[src/sv/cpps_job_fifo.sv]
// Two-entry queue of finished polygons between the loader and the emitter.
`default_nettype none
module cpps_job_fifo #(
    parameter int unsigned W = 8
) (
    input  wire logic         i_clk,
    input  wire logic         i_rst_n,
    input  wire logic         i_push,
    input  wire logic [W-1:0] i_data,
    input  wire logic         i_pop,
    output logic              o_empty,
    output logic      [W-1:0] o_data
);
    logic [W-1:0] r_mem [2];
    logic         r_wp;
    logic         r_rp;
    logic [1:0]   r_cnt;

    assign o_empty = (r_cnt == 2'd0);
    assign o_data  = r_mem[r_rp];

    // Pointers and fill level; the loader never holds more than two polygons.
    always_ff @(posedge i_clk) begin
        if (!i_rst_n) begin
            r_wp  <= 1'b0;
            r_rp  <= 1'b0;
            r_cnt <= 2'd0;
        end else begin
            if (i_push) begin
                r_mem[r_wp] <= i_data;
                r_wp        <= ~r_wp;
            end
            if (i_pop) begin
                r_rp <= ~r_rp;
            end
            r_cnt <= r_cnt + {1'b0, i_push} - {1'b0, i_pop};
        end
    end
endmodule
`default_nettype wire

[config.mk]
export PLATFORM = sky130hd
export DESIGN_NAME = cpps_job_fifo
export DESIGN_NICKNAME = d
export VERILOG_FILES = /design/src/sv/cpps_job_fifo.sv
export SDC_FILE = /design/constraint.sdc
export NUM_CORES = 1
export LEC_CHECK = 0
export BUFFER_PORTS_ARGS = -buffer_cell sky130_fd_sc_hd__buf_2
export CAP_MARGIN = 20
export CORE_UTILIZATION = 50
export CTS_BUF_LIST = sky130_fd_sc_hd__clkbuf_4 sky130_fd_sc_hd__clkbuf_8
export DETAILED_ROUTE_END_ITERATION = 12
export PLACE_DENSITY = 0.76
export SKIP_CTS_REPAIR_TIMING = 1
export SLEW_MARGIN = 20
export SYNTH_ARGS = -nofsm -noshare
export SYNTH_HDL_FRONTEND = slang
export SYNTH_SLANG_ARGS = --single-unit
[constraint.sdc]
create_clock -name i_clk -period 3.1 [get_ports i_clk]
set_clock_uncertainty 0.2 [all_clocks]
set_input_delay 0.465 -clock i_clk [delete_from_list [all_inputs] [get_ports i_clk]]
set_output_delay 0.465 -clock i_clk [all_outputs]
set_load 0.01 [all_outputs]
### After elaboration in Yosys (flattened, before gate mapping)

Memories as Yosys holds them, arrays and structs flattened. A register that Yosys moved wholly into a read port is not among the register bits.
Cells that the tools add are included.

* flip-flop bits (word level): 4
* bits in writable memories: 16
* bits of input ports: 12
* output and inout port bits: 9
* logic and storage cells: 14
* memories: 1

Memories
* r_mem: depth 2, bits a word 8, read ports 1, clocked after Yosys merged registers in 1, write ports 1, line 14 `logic [W-1:0] r_mem [2];`

* add/subtract/negate cells: 2
* muxes and demuxes: 5
* bitwise gates (word level): 2
* reductions and logical operators: 1

Operators with widths (number)
* two-way mux 1 bit: 5
* adder 2 x 1 -> 2 bit: 1
* zero test 2 bit: 1
* NOT 1 bit: 2
* subtractor 2 x 1 -> 2 bit: 1

### Logic depth before layout (Yosys ltp)

* depth in word-level cells: 3
* depth in mapped cells: 6
* depth with buffers taken out: 6

### Least setup slack after synthesis

OpenSTA, ideal clock, no wires.

* path type: reg2out
* start point: register with a tool-made name
* end point: output o_data[0]
* arrival time: 823 ps
* data required time: 2435 ps
* setup slack: 1612 ps
* cell stages (with the launch flop): 3
* buffers on the path: 1
* cell sequence: dfxtp_1 -> buf_2 -> mux2_2

RTL lines
* to (decl): line 12 `output logic [W-1:0] o_data`

==> qor.yml <==
fin_area_sq_um: 942
ys_seq_elements: 21
ys_seq_area_share_pct: 72.6
crit_type: "reg -> out"
p_per_area_nw_per_um2: 567
grtUsageMet3_pct: 5.60
clockPowerShare_pct: 23.5
cts_buffers: 3
grt_use_met1_pct: 16.4
tritoncts: "done"
insertion_delay_ns: 0.30
cts_max_path_buffers: 2
grt_use_total_pct: 15.0
vdd_ir_drop_max_mv: 0.337
grt_first_pass_wirelength_mm: 1.78
hold_viol: 0
cp_top_family: "flip-flops"
io_buffer_count: 20
drive_gt1_share_pct: 47.8
synth_mux_area_share_pct: 11.3
cp-start-kind: "register"
overflow: 0
finalPower_uw: 534
crit_arrival_ns: 1.34
start_util_pct: 53.1
dp_hpwl_um: 801
reg2reg_depth: 1
wl_mm: 1.06
finalWeightedCongestion: 0.671
syn2layout_area_growth_pct: 17.8
synth-simple-area-share_pct: 6.42
netlist_instances: 46
hold-path-cell-count: 1
critPathMaxStageDelay_ns: 0.53
synth_compound_area_share_pct: 0
clkSinkCount: 21
drc_errors: 0
end_kind: "primary output"
die_area_sq_um: 1760
drv_cap: 0
min_from: "i_data[1]"
dpl_cell_area_sq_um: 915
outcome: "completed"
grt_pass1_vias: 411
final_common_cell: "buf_2"
num_io_pins: 21
synth_area_sq_um: 800
h-tree-depth: 1
power_switching_uw: 120
die_y_um: 42.0
avgRoutedWirePerCell_um: 12.4
synth.avg_cell_area_sq_um: 17.4
syn_nets: 60
grt_max_degree: 13
final_cell_mix: "buf_2 (20), edfxtp_1 (16), mux2_2 (8)"
cp_slowest_cell: "dfxtp_1"
internal_power_uw: 414
hold_class: "in -> reg"
switching_share_pct: 22.5
slew_headroom_pct: 53.7
crit_chain: "mux2_2 -> buf_2"
cts.clk_slew.worst_paths_ns: 0.11
nets: 84
crit_required_ns: 2.43
cp.buffers_inverters: 1
cts-root-buf: "clkbuf_4"
tightest_slew_ns: 0.692
num_vias: 426
rsz0062_at_grt: "no"
setup_viol: 0
antenna_found_initial: 0
yosysWarnings: 0
core.rowCount: 14
fp.coreArea_sq_um: 1510
yosys.area_share.adder_pct: 3.13
yosysUniqueCellTypes: 13
drt_iter0_drc: 9
fin_crit_ns: 2.01
crit_fanout: 8
via_per_inst: 5.01
p_leak_nw: 0.387
slew_violations: 0
hold_ws_ns: 0.146
diodes: 0
grt.met2_usage_pct: 23.4
firstDrtPassIters: 3
synth_top_family_by_area: "multiplexers"
path_depth: 2
synth-xor-area-share_pct: 5.01
die_w_um: 42.0
pre_cts_slack_ns: 1.34
antenna_left: 0
min_period_over_period_pct: 64.7
setup_tns_ns: 0
reg2reg_from: "r_wp"
setup_ws_ns: 1.09
busiest_layer: "met2"
max_freq_mhz: 499
power_frac_comb_pct: 14.3
seqPwrFrac_pct: 62.2
==> cell usage after synthesis <==
cell type,count,area share [%]
edfxtp_1,16,60
mux2_2,8,11
dfxtp_1,5,13
and2_1,4,3.1
ha_1,2,3.1
inv_1,2,0.94
nor2_1,2,0.94
xor2_1,2,2.2
and3_1,1,0.78
buf_2,1,0.63
nand2_1,1,0.47
nor2b_2,1,1.1
xnor3_1,1,2.8
==> final cells by class <==
| class | instances | area, sq um |
|---|---|---|
| Clock buffer | 3 | 22.5 |
| Clock inverter | 1 | 5.00 |
| Fill cell | 123 | 564 |
| Inverter | 2 | 7.51 |
| Multi-Input combinational cell | 22 | 206 |
| Sequential cell | 21 | 581 |
| Tap cell | 16 | 20.0 |
| Timing Repair Buffer | 20 | 100 |
==> state kept, by name, summed over array words and instances (netlist names), named ones only <==
name / count
r_wp: 1
r_cnt: 2
r_rp: 1
r_mem: 16
==> metal layers <==
metal  up-vias  wire [um]
met3         4         56
met4         0         32
li1        209          -
met5         -          0
met2        12        550
met1       201        415
==> power groups by stage <==
| stage | logic [mW] | registers [mW] | clock network, mW |
|---|---|---|---|
| 6_report | 0.0763 | 0.332 | 0.125 |
| 3_3_place_gp | 0.0752 | 0.338 | 0 |
| 3_5_place_dp | 0.0775 | 0.339 | 0 |
| 4_1_cts | 0.0778 | 0.333 | 0.132 |
| 2_1_floorplan | 0.0552 | 0.333 | 0 |
| 5_1_grt | 0.0851 | 0.335 | 0.142 |
==> kinds of logic after synthesis <==
family                     after synthesis
muxes                                    8
buffers and inverters                    3
DFF                                     21
and+or+nand+nor                          9
adders and majority gates                2
xor gates and xnor gates                 3
==> through the flow <==
| step | std cells | util (%) |
|---|---|---|
| floorplan | 46 | - |
| global placement | 81 | 60.7 |
| detailed placement | 81 | 60.7 |
| CTS | 85 | 62.5 |
| global route | 85 | 62.5 |
| finish | 85 | 62.5 |
==> path summary, 6_finish.rpt <==
| check | endpoint | slack (ns) |
|---|---|---|
| min | r_mem[0][1] | 0.15 |
| max reg2reg | r_mem[0][3] | 1.63 |
| min reg2reg | r_rp | 0.39 |
| max | o_data[2] | 1.09 |
Note: power is estimated with default switching activity, not from simulation.
