`src/sv/cpps_ram.sv`:
```
// Generic single-write, single-read RAM with registered read data.
`default_nettype none
module cpps_ram #(
    parameter int unsigned WIDTH = 8,
    parameter int unsigned DEPTH = 16
) (
    input  wire logic                     i_clk,
    input  wire logic                     i_wr_en,
    input  wire logic [$clog2(DEPTH)-1:0] i_wr_addr,
    input  wire logic [WIDTH-1:0]         i_wr_data,
    input  wire logic                     i_rd_en,
    input  wire logic [$clog2(DEPTH)-1:0] i_rd_addr,
    output logic      [WIDTH-1:0]         o_rd_data
);
    logic [WIDTH-1:0] r_mem [DEPTH];

    // Write port and registered read port.
    always_ff @(posedge i_clk) begin
        if (i_wr_en) begin
            r_mem[i_wr_addr] <= i_wr_data;
        end
        if (i_rd_en) begin
            o_rd_data <= r_mem[i_rd_addr];
        end
    end
endmodule
`default_nettype wire

```
`config.mk`:
```
export PLATFORM = sky130hd
export DESIGN_NAME = cpps_ram
export DESIGN_NICKNAME = d
export VERILOG_FILES = /design/src/sv/cpps_ram.sv
export SDC_FILE = /design/constraint.sdc
export NUM_CORES = 1
export LEC_CHECK = 0
export BUFFER_PORTS_ARGS = -buffer_cell sky130_fd_sc_hd__buf_2
export CAP_MARGIN = 10
export CORE_ASPECT_RATIO = 0.9
export CORE_MARGIN = 2
export CORE_UTILIZATION = 60
export CTS_CLUSTER_SIZE = 12
export DETAILED_ROUTE_END_ITERATION = 12
export PLACE_DENSITY = 0.78
export SYNTH_ARGS = -nofsm -noshare
export SYNTH_HDL_FRONTEND = slang
export SYNTH_SLANG_ARGS = --single-unit
```
`constraint.sdc`:
```
create_clock -name i_clk -period 2.5 [get_ports i_clk]
set_input_delay 0.375 -clock i_clk [delete_from_list [all_inputs] [get_ports i_clk]]
set_output_delay 0.375 -clock i_clk [all_outputs]
set_load 0.005 [all_outputs]
```
Word level (Yosys, flattened, before mapping). Memory sizes are Yosys's and may differ from the RTL's. A register that Yosys moved wholly into a read port is not among the register bits. Cells that the tools add are included. Widths: inputs -> output; s select.

Bits in registers: 0. RAM bits: 128. Input bits: 19. Output and inout port bits: 8. Word-level logic and storage cells: 3. Memories: 1.

Memory list: r_mem (depth 16, width 8, rd ports 1, clocked after Yosys merged registers in 1, write ports 1, RTL line 15) `logic [WIDTH-1:0] r_mem [DEPTH];`.

Mux-type cells: 2.

Operators with widths (number): $mux 1 (2).

Logic depth before layout (Yosys ltp). Gate-level depths: netlist of run 1.

Word-level depth: 2. Gate-level depth with buffers: 5. Gate-level depth less buffers: 3.

Least setup slack after synthesis of run 1. No wires, ideal clock.

Path type: input to register. Start point: input port i_wr_addr[2]. End point: memory r_mem[0][0] (enable). Setup time: 0.383 ns. Arrival time: 1.485 ns. Data required time: 2.117 ns. Path slack: 0.632 ns. Stages: 2. Path buffers: 0. Path through: or3b_2 > nor3_1.

RTL lines: start, declared (RTL line 9) `input wire logic [$clog2(DEPTH)-1:0] i_wr_addr,`; end, declared (RTL line 15).

Straight into the memory's write port.

==> summary.md, run 1 <==
| Metric | Value |
|---|---|
| Status | `complete, no violations` |
| Overflow after GRT | `0` |
| Post-synthesis mux area share | `0.1479` |
| Commonest non-fill, non-tap cell in the layout | `edfxtp_1` |
| Hold_ws | `0.2535 ns` |
| Most frequent cells in the layout | `edfxtp_1 (136), buf_2 (26), mux4_2 (18), buf_4 (17)` |
| Critical path's largest stage delay | `0.59 ns` |
| Nature of the critical path startpoint | `input pin` |
| Synth Area in Simple Gates | `0.03135` |
| Adder-Cell Fraction of Synth Area | `0` |
| Final Hold Fails | `0` |
| Port Buf Inserts | `26` |
| Global Route met1 Usage | `0.3448` |
| Crit-path cells | `buf_2, buf_12, mux4_1, a22oi_1, nand2_1` |
| CTS H-tree depth | `4` |
| CTS root buf | `clkbuf_8` |
| Antenna Violating Nets Remaining | `0` |
| GR Util met2 | `0.3618` |
| Pwr Total | `5.085 mW` |
| First-pass GRT wire length | `15180 um` |
| Pwr dens | `828.5 mW/mm2` |
| Post-cts resize count | `0` |
| CTS buffer count | `17` |
| Hold Crit Class | `in -> reg` |
| Initial antenna violation count | `0` |
| Fill count | `479` |
| Critical path type | `in -> reg` |
| Fin crit share | `0.6258` |
| GRT Total Usage | `0.2359` |
| Clk sinks | `136` |
| CTS tree | `yes` |
| Peak VDD IR | `0.4692 mV` |
| I/O pins | `27` |
| Chip width | `102.4 um` |
| Slew at the pin closest to its max-slew limit | `0.7613 ns` |
| Compound-gate portion of the synthesized area | `0.02298` |
| Pre-antenna DRT Iters | `5` |
| Setup TNS | `0 ns` |
| Combinational family with the most area after synthesis | `multiplexers` |
| Post-Syn Nets | `248` |
| Post-Synth XOR/XNOR Area | `0` |
| DR vias/cell | `6.022` |
| Synth Instances | `229` |
| Initial Util | `0.6130` |
| Combined area of all synthesized cells | `0.005228 mm2` |
| CORE AREA | `0.008528 mm2` |
| Top Family by Delay on Critical Path | `multiplexers` |
| Die Ht | `92.55 um` |
| Antenna cells | `0` |
| Worst setup EP type | `flop` |
| Clk buf depth | `2` |
| Die Area | `0.009476 mm2` |
| Slew Limit Fails | `0` |
| Worst endpoint required time | `2.75 ns` |
| Count of warnings emitted by yosys | `0` |
| Area growth from synthesis to final layout | `17.42%` |
| Number of global-route vias before repair | `2573` |
| Slowest stage cell, crit path | `mux4_1` |
| Syn avg cell area | `22.83 um2` |
| Placed instance area | `0.005588 mm2` |
| CP arrival | `1.81 ns` |
| Routability Congestion | `0.7234` |
| Clk slew on worst S/H paths | `0.06 ns` |
| Yosys top cell by area | `edfxtp_1` |
| Iter 0 DRT Violations | `180` |
| Final WL | `9841 um` |
| #FFs+latches synth | `136` |
| Static Leak | `2.073 nW` |
| RSZ-0062 raised after global routing | `no` |
| Fmax | `639.2 MHz` |
| GRT busiest layer | `met2` |
| Ratio of cells with drive above 1 in the final layout | `0.3119` |
| Max Cap Viol | `0` |
| Wire per inst | `23.77 um` |
| Post-layout instance area | `0.006138 mm2` |
| Synth unique cells | `18` |
| # Post-CTS Setup Buffers | `0` |
| CTS Hold Bufs | `0` |
| Setup-failing EPs final | `0` |
| Top cell type's share of synthesized area | `0.7812` |
| GR Layer Usage met3 | `0.06113` |
| Synth area leaders | `edfxtp_1 (78%), mux4_2 (7.8%), mux4_1 (7.0%)` |
| Via count | `2493` |
| DR DRC count | `0` |
| Worst path bufs/invs | `2` |
| Min Tclk post-route | `1.564 ns` |
| Skew final | `0.008017 ns` |
| Largest net degree at the start of global routing | `33` |
| Worst skew pair latency | `0.51 ns` |
| Max_slew headroom | `0.4914` |
| Dpl hpwl | `6067 um` |
| Post-synthesis sequential area ratio | `0.7812` |
| Num rows | `32` |
| Crit-path max FO | `18` |
| Fin nets | `302` |
-- per-stage QoR --
step                cells  worst slack [ns]  utilization
finish                414            0.9356       0.7198
global route          414            0.8933       0.7198
CTS                   414            0.9226       0.7198
detailed placement    383            0.3710       0.6552
global placement      383            0.4489       0.6552
floorplan             229            0.6321            -
-- final timing paths --
path	from	end	slack (ns)	depth (start not counted)
min	i_wr_data[7]	r_mem[4][7]$_DFFE_PP_	0.25	1
max	i_rd_addr[0]	o_rd_data[5]$_DFFE_PP_	0.94	5
max reg2reg	r_mem[3][5]$_DFFE_PP_	o_rd_data[5]$_DFFE_PP_	0.99	3
min reg2reg	r_mem[7][3]$_DFFE_PP_	o_rd_data[3]$_DFFE_PP_	0.76	3
-- cell usage after synthesis --
cell type        count
buf_2                3
buf_4                1
nor2b_1              1
nand2_1              9
nor2_1              13
mux4_1              14
buf_6                3
nand3b_1             2
clkdlybuf4s25_2      3
and2_1               1
nand3_1              1
mux4_2              18
or3b_2               1
nand2b_1             2
nor3_1               4
a22oi_1             16
and2b_1              1
edfxtp_1           136
-- kinds of logic (layout without fill, tap and decap cells) --
family | count (synthesis) | after routing
AO/OA/AOI/OAI | 16 | 16
buffers and inverters | 10 | 76
flip-flops | 136 | 136
multiplexers | 32 | 32
AND/OR/NAND/NOR | 35 | 35
-- flip-flops by register name, indices dropped and copies added, names as in the netlist --
register,flops
o_rd_data,8
r_mem,128
-- power by group --
group | total (mW) | switching [mW] | leakage [nW] | internal, mW
sequential | 2.59 | 0.0153 | 1.24 | 2.57
clock | 2.27 | 0.870 | 0.254 | 1.40
combinational | 0.230 | 0.129 | 0.583 | 0.100
total | 5.09 | 1.01 | 2.07 | 4.07
-- layout make-up --
| class | count | area, um2 | area share |
|---|---|---|---|
| multi-input combinational | 83 | 1057 | 0.1722 |
| timing repair buffer | 45 | 297.8 | 0.04851 |
| tap | 119 | 148.9 | 0.02426 |
| sequential | 136 | 4084 | 0.6653 |
| clock buffer | 18 | 417.9 | 0.06808 |
| clock inverter | 13 | 132.6 | 0.02161 |
-- metal layers --
metal / vias to the layer above / share of wire
met5: - / 0
met4: 0 / 0.0099
met3: 8 / 0.052
met2: 92 / 0.52
met1: 1304 / 0.42
li1: 1089 / -
-- worst reg2reg max path, cell delays in order, from the launching register on --
cell,delay (ns)
edfxtp_1,0.37
mux4_1,0.50
a22oi_1,0.30
nand2_1,0.09
Power figures use the tool's default switching activity.
==> inputs of run 2 (changes only) <==
Settings changed: CORE_UTILIZATION 60 to 54, PLACE_DENSITY 0.78 to 0.74.
Clock period 2.5 ns to 1.3 ns, I/O delays scaled along.
==> run 2 against run 1 <==
The run now ends with setup timing left. Global-route usage shrank 2.2 points. Worst setup slack lost 1.1 ns. Clock skew shrank 0.00098 ns. Combinational power grew 130%. First-iteration DRC count grew 16%. Highest routed layer unchanged.
==> summary.md, run 2 (synthesis results as in run 1) <==
| Metric | Value |
|---|---|
| Area growth from synthesis to final layout | `21.21%` |
| Post-layout instance area | `0.006336 mm2 (+3.2%)` |
| Crit-path max FO | `1 (-17)` |
| Die Area | `0.01048 mm2 (+11%)` |
| Hold Crit Class | `in -> reg` |
| Antenna Violating Nets Remaining | `0 (unchanged)` |
| Peak VDD IR | `0.7497 mV (+60%)` |
| Number of global-route vias before repair | `2652 (+3.1%)` |
| Worst setup startpoint | `r_mem[11][1]$_DFFE_PP_` |
| Layout Utilization | `0.6649 (-0.05486)` |
| Die Ht | `97.34 um (+5.2%)` |
| Slowest stage cell, crit path | `mux4_2` |
| Crit-path cells | `mux4_2, a22oi_2, nand2_1` |
| Static Leak | `2.139 nW (+3.2%)` |
| Dpl hpwl | `6739 um (+11%)` |
| Worst skew pair latency | `0.51 ns (about the same)` |
| Critical path type | `reg -> reg` |
| Max Cap Viol | `0 (unchanged)` |
| Initial antenna violation count | `0 (unchanged)` |
| DR DRC count | `0 (unchanged)` |
| Num rows | `34 (+6.3%)` |
| Pwr Total | `10.02 mW (+97%)` |
| RSZ-0062 raised after global routing | `yes` |
| Skew final | `0.007039 ns (-0.0009786 ns)` |
| Pre-antenna DRT Iters | `4 (-1)` |
| I/O pins | `27 (unchanged)` |
| DR vias/cell | `5.825 (-3.3%)` |
| Iter 0 DRT Violations | `208 (+16%)` |
| Via count | `2557 (+2.6%)` |
| Final WL | `10220 um (+3.8%)` |
| Worst endpoint required time | `1.55 ns (-1.20 ns)` |
| First-pass GRT wire length | `15460 um (+1.9%)` |
| Chip width | `107.7 um (+5.2%)` |
| Commonest non-fill, non-tap cell in the layout | `edfxtp_1` |
| Slew at the pin closest to its max-slew limit | `0.8446 ns (+0.08329 ns)` |
| CTS tree | `yes` |
| DP Worst Slack | `-0.4966 ns (-0.8677 ns)` |
| Worst setup EP type | `flop` |
| Antenna cells | `0 (unchanged)` |
| CORE AREA | `0.009529 mm2 (+12%)` |
| CP arrival | `1.70 ns (-0.11 ns)` |
| Critical path's largest stage delay | `0.48 ns (-0.11 ns)` |
| Most flop-heavy register | `r_mem` |
| Max FFs per register | `128 (unchanged)` |
| Routability Congestion | `0.7694 (+6.4%)` |
| Most frequent cells in the layout | `edfxtp_1 (136), buf_4 (32), mux4_2 (31), buf_2 (26), clkbuf_16 (16)` |
| Final worst setup slack | `-0.1589 ns (-1.095 ns)` |
| Clk sinks | `136 (unchanged)` |
| Wire per inst | `23.27 um (-2.1%)` |
| Status | `finished with violations` |
| Clk slew on worst S/H paths | `0.06 ns (about the same)` |
| Largest net degree at the start of global routing | `17 (-48%)` |
| Setup-failing EPs final | `9 (+9)` |
| Min Tclk post-route | `1.459 ns` |
| CTS Hold Bufs | `0 (unchanged)` |
| Nature of the critical path startpoint | `flop` |
| CTS H-tree depth | `4 (unchanged)` |
| Initial Util | `0.5486 (-0.06439)` |
| Overflow after GRT | `0 (unchanged)` |
| Slew Limit Fails | `0 (unchanged)` |
| # Post-CTS Setup Buffers | `0 (unchanged)` |
| Ratio of cells with drive above 1 in the final layout | `0.4249 (+0.1131)` |
| Crit Reg-Reg Startpoint | `r_mem[11][1]$_DFFE_PP_` |
| Cell Count, Final, Fillers Out | `439 (+6.0%)` |
| Port Buf Inserts | `26 (unchanged)` |
| Pwr dens | `1581 mW/mm2 (+91%)` |
| Clk buf depth | `2 (unchanged)` |
| CTS root buf | `clkbuf_8` |
| Placed instance area | `0.005737 mm2 (+2.7%)` |
| Placed Cells | `407 (+6.3%)` |
| Fin nets | `319 (+5.6%)` |
| Worst Hold Launch | `i_wr_data[0]` |
| Fin crit share | `1.122` |
| Final Hold Fails | `0 (unchanged)` |
| GRT Total Usage | `0.2137 (-0.02227)` |
| CTS buffer count | `17 (unchanged)` |
| Failing checks | `setup timing` |
| Max_slew headroom | `0.4358 (-0.05564)` |
| Fmax | `685.4 MHz` |
| Top Registers | `r_mem: 128 flops, o_rd_data: 8 flops` |
-- run 2: cell count changes in the layout (fill, tap and decap cells not counted), sizes merged --
| cell | before | now |
|---|---|---|
| clkinvlp | 5 | 2 |
| clkbuf | 18 | 21 |
| bufinv | 2 | 3 |
| buf | 45 | 62 |
-- run 2: layout make-up --
cell class | instances | area [um2]
timing repair buffer | 62 | 450.4
tap | 126 | 157.7
fill | 605 | 3193
sequential | 136 | 4084
clock inverter | 11 | 130.1
clock buffer | 21 | 429.2
multi-input combinational | 83 | 1085
-- run 2: repair_timing --
| item | 4_1_cts | 5_1_grt |
|---|---|---|
| pin swaps | 0 | 1 |
| resized for setup | 6 | 2 |
| setup endpoints to repair | 9 | 12 |
| hold endpoints to repair | 0 | 0 |
-- run 2: stage by stage --
| stage | hold WS [ns] | setup TNS (ns) |
|---|---|---|
| after floorplan | 0.2939 | -0.7519 |
| after global placement | 0.5791 | -5.526 |
| after detailed placement | 0.5828 | -8.255 |
| after CTS | 0.04667 | -0.9450 |
| after global routing | 0.05085 | -1.163 |
| final | 0.06046 | -0.7917 |
-- run 2: worst max-delay path: cells and delay by family (launching register included) --
family / cells / cell delay (ns)
compound gates: 1 / 0.23
flops: 1 / 0.36
mux: 1 / 0.48
simple gates: 1 / 0.12
-- run 2: per-layer routing --
metal	routed length [um]	track usage
met4	185	0.07199
met5	0	0
met3	710	0.05902
met1	4177	0.2920
met2	5143	0.3367
-- run 2: power breakdown --
part / internal [mW] / total (mW) / switching (mW)
Clock: 2.88 / 4.52 / 1.64
Sequential: 4.94 / 4.98 / 0.0332
Combinational: 0.236 / 0.519 / 0.283
Total: 8.06 / 10.0 / 1.96
-- run 2: path summary, 6_finish.rpt --
kind / slack, ns / cells after the start / to
worst max-delay path: -0.16 / 3 / o_rd_data[1]$_DFFE_PP_
worst min-delay path: 0.06 / 1 / r_mem[4][0]$_DFFE_PP_
worst max register to register: -0.16 / 3 / o_rd_data[1]$_DFFE_PP_
worst min register to register: 0.77 / 3 / o_rd_data[3]$_DFFE_PP_
==> inputs of run 3 (changes only) <==
Settings changed: SETUP_SLACK_MARGIN set to 0.1.
==> run 3 against run 2 <==
Critical path type unchanged. Global-route usage increased by 0.95 points. Die area unchanged. Largest cell class unchanged. Register-to-register slack about the same. Clock skew decreased by 0.0012 ns. Combinational power increased by 6.7%. The flow still finishes with violations (setup timing). Sequential power about the same. Non-clock buffer count decreased by 1. Maximum frequency increased by 0.27%. Design area increased by 2.0%.
==> summary.md, run 3 (synthesis results as in run 1) <==
| Metric | Value |
|---|---|
| Chip width | `107.7 um (unchanged)` |
| I/O pins | `27 (unchanged)` |
| Crit-path max FO | `1 (unchanged)` |
| DP Worst Slack | `-0.5182 ns (-0.02160 ns)` |
| Fin nets | `318 (-0.31%)` |
| CTS Hold Bufs | `0 (unchanged)` |
| Most flop-heavy register | `r_mem` |
| Int Pwr | `8.292 mW (+2.8%)` |
| Dpl hpwl | `6558 um (-2.7%)` |
| Max_slew headroom | `0.4097 (-0.02612)` |
| DR vias/cell | `5.922 (+1.7%)` |
| Setup-failing EPs final | `8 (-1)` |
| Worst skew pair latency | `0.52 ns (about the same)` |
| Seq pwr share | `0.483 (-0.014)` |
| Iter 0 DRT Violations | `234 (+13%)` |
| Port Buf Inserts | `26 (unchanged)` |
| Critical path type | `reg -> reg` |
| Initial Util | `0.5486 (unchanged)` |
| Die Area | `0.01048 mm2 (unchanged)` |
| Slew at the pin closest to its max-slew limit | `0.8837 ns (+0.03909 ns)` |
| Cell Count, Final, Fillers Out | `437 (-0.46%)` |
| Top Registers | `r_mem: 128 flops, o_rd_data: 8 flops` |
| Max FFs per register | `128 (unchanged)` |
| Peak VDD IR | `0.7133 mV (-4.9%)` |
| Fill count | `607 (+0.33%)` |
| Commonest non-fill, non-tap cell in the layout | `edfxtp_1` |
| FF/Latch Area | `0.004084 mm2 (unchanged)` |
| Worst Hold Launch | `i_wr_data[5]` |
| First-pass GRT wire length | `16060 um (+3.9%)` |
| Multi-input gate area | `0.001104 mm2 (+1.7%)` |
| Routability Congestion | `0.7531 (-2.1%)` |
| CTS H-tree depth | `4 (unchanged)` |
| Clk sinks | `136 (unchanged)` |
| Antenna cells | `0 (unchanged)` |
| Comb pwr share | `0.054 (+0.002)` |
| Pre-antenna DRT Iters | `4 (unchanged)` |
| Fmax | `687.3 MHz (+0.27%)` |
| Area growth from synthesis to final layout | `23.60%` |
| # Post-CTS Setup Buffers | `0 (unchanged)` |
| Reported net switching power | `2.010 mW (+2.7%)` |
| Final Hold Fails | `0 (unchanged)` |
| Placed Cells | `406 (-0.25%)` |
| Nature of the critical path startpoint | `flop` |
| Final WL | `10600 um (+3.8%)` |
| Worst reg2reg endpoint | `o_rd_data[3]$_DFFE_PP_` |
| Overflow after GRT | `0 (unchanged)` |
| Pwr dens | `1595 mW/mm2 (+0.83%)` |
| Ratio of cells with drive above 1 in the final layout | `0.4502 (+0.02524)` |
| CTS tree | `yes` |
| Crit Reg-Reg Startpoint | `r_mem[7][3]$_DFFE_PP_` |
| Clock power share | `0.463 (+0.012)` |
| Initial antenna violation count | `0 (unchanged)` |
| Final worst setup slack | `-0.1550 ns (+0.003924 ns)` |
| Clk slew on worst S/H paths | `0.06 ns (about the same)` |
| Sw frac | `0.1951 (about the same)` |
| CP arrival | `1.71 ns (about the same)` |
| DR DRC count | `0 (unchanged)` |
| Fin crit share | `1.119 (-0.003018)` |
| Hold Path Stages | `1 (unchanged)` |
| Largest net degree at the start of global routing | `17 (unchanged)` |
| CTS root buf | `clkbuf_8` |
| Clk buf depth | `2 (unchanged)` |
| Status | `finished with violations` |
| Number of global-route vias before repair | `2652 (unchanged)` |
| Hold Crit Class | `in -> reg` |
| Most frequent cells in the layout | `edfxtp_1 (136), mux4_2 (32), buf_2 (26), buf_4 (25), clkbuf_16 (16)` |
| Worst endpoint required time | `1.55 ns (about the same)` |
| Antenna Violating Nets Remaining | `0 (unchanged)` |
| WHS Endpoint | `r_mem[10][5]$_DFFE_PP_` |
| Pwr Total | `10.30 mW (+2.8%)` |
| Min Tclk post-route | `1.455 ns (-0.003924 ns)` |
| GRT Total Usage | `0.2231 (+0.009465)` |
| Max Cap Viol | `0 (unchanged)` |
| CTS buffer count | `17 (unchanged)` |
| Skew final | `0.005872 ns (-0.001167 ns)` |
| Num rows | `34 (unchanged)` |
| R2R Setup Slk | `-0.16 ns (about the same)` |
| Worst setup EP type | `flop` |
| Layout Utilization | `0.6780 (+0.01313)` |
| Failing checks | `setup timing` |
| Die Ht | `97.34 um (unchanged)` |
| Via count | `2588 (+1.2%)` |
| FF-to-FF path depth | `3 (unchanged)` |
| Static Leak | `2.170 nW (+1.4%)` |
| Slew Limit Fails | `0 (unchanged)` |
| RSZ-0062 raised after global routing | `yes` |
| CORE AREA | `0.009529 mm2 (unchanged)` |
| Wire per inst | `24.26 um (+4.3%)` |
run 3: timing repair:
action / in CTS / in global routing
resized for setup: 10 / 1
pin swaps: 2 / 1
cloned: 0 / 0
endpoints found under the setup margin: 16 / 16
run 3: worst max path at each step:
stage,cells past startpoint,to,start,slack [ns]
3_3_place_gp,6,o_rd_data[3]$_DFFE_PP_,i_rd_addr[0],-0.50
4_1_cts,3,o_rd_data[3]$_DFFE_PP_,r_mem[7][3]$_DFFE_PP_,-0.14
6_report,3,o_rd_data[3]$_DFFE_PP_,r_mem[7][3]$_DFFE_PP_,-0.16
2_1_floorplan,5,o_rd_data[1]$_DFFE_PP_,i_rd_addr[0],-0.1
3_5_place_dp,6,o_rd_data[3]$_DFFE_PP_,i_rd_addr[0],-0.52
5_1_grt,3,o_rd_data[4]$_DFFE_PP_,r_mem[2][4]$_DFFE_PP_,-0.17
run 3: power by group through the flow:
stage	Clock, mW	Combinational [mW]	Sequential [mW]
after floorplan	0	0.280	5.05
after global placement	0	0.517	5.06
after detailed placement	0	0.531	5.06
after CTS	4.84	0.559	4.98
after global routing	5.01	0.595	4.98
final	4.77	0.554	4.98
run 3: through the flow:
| step | instance area (um2) | hold slack [ns] | setup TNS [ns] |
|---|---|---|---|
| 6_report | 6461 | 0.06012 | -0.8477 |
| 3_5_place_dp | 5819 | 0.5837 | -7.498 |
| 3_3_place_gp | 5819 | 0.5737 | -6.615 |
| 4_1_cts | 6456 | 0.03923 | -0.9414 |
| 2_1_floorplan | 5264 | 0.2939 | -0.9769 |
| 5_1_grt | 6461 | 0.05806 | -1.166 |
run 3: final cells by class:
type | count | area share
tap | 126 | 0.02440
clock inverter | 13 | 0.02789
clock buffer | 18 | 0.06468
timing repair buffer | 61 | 0.08017
sequential | 136 | 0.6321
multi-input combinational | 83 | 0.1708
run 3: worst max-delay path, stage by stage (launching register included):
cell	delay (ns)
edfxtp_1	0.42
mux4_2	0.54
a22oi_2	0.15
nand2_1	0.09
run 3: routing by layer:
metal	vias up	routed length [um]	GRT usage
met5	-	0	0
met4	0	155	0.07002
met3	14	908	0.06103
met2	120	5464	0.3532
met1	1347	4074	0.3069
li1	1107	-	-
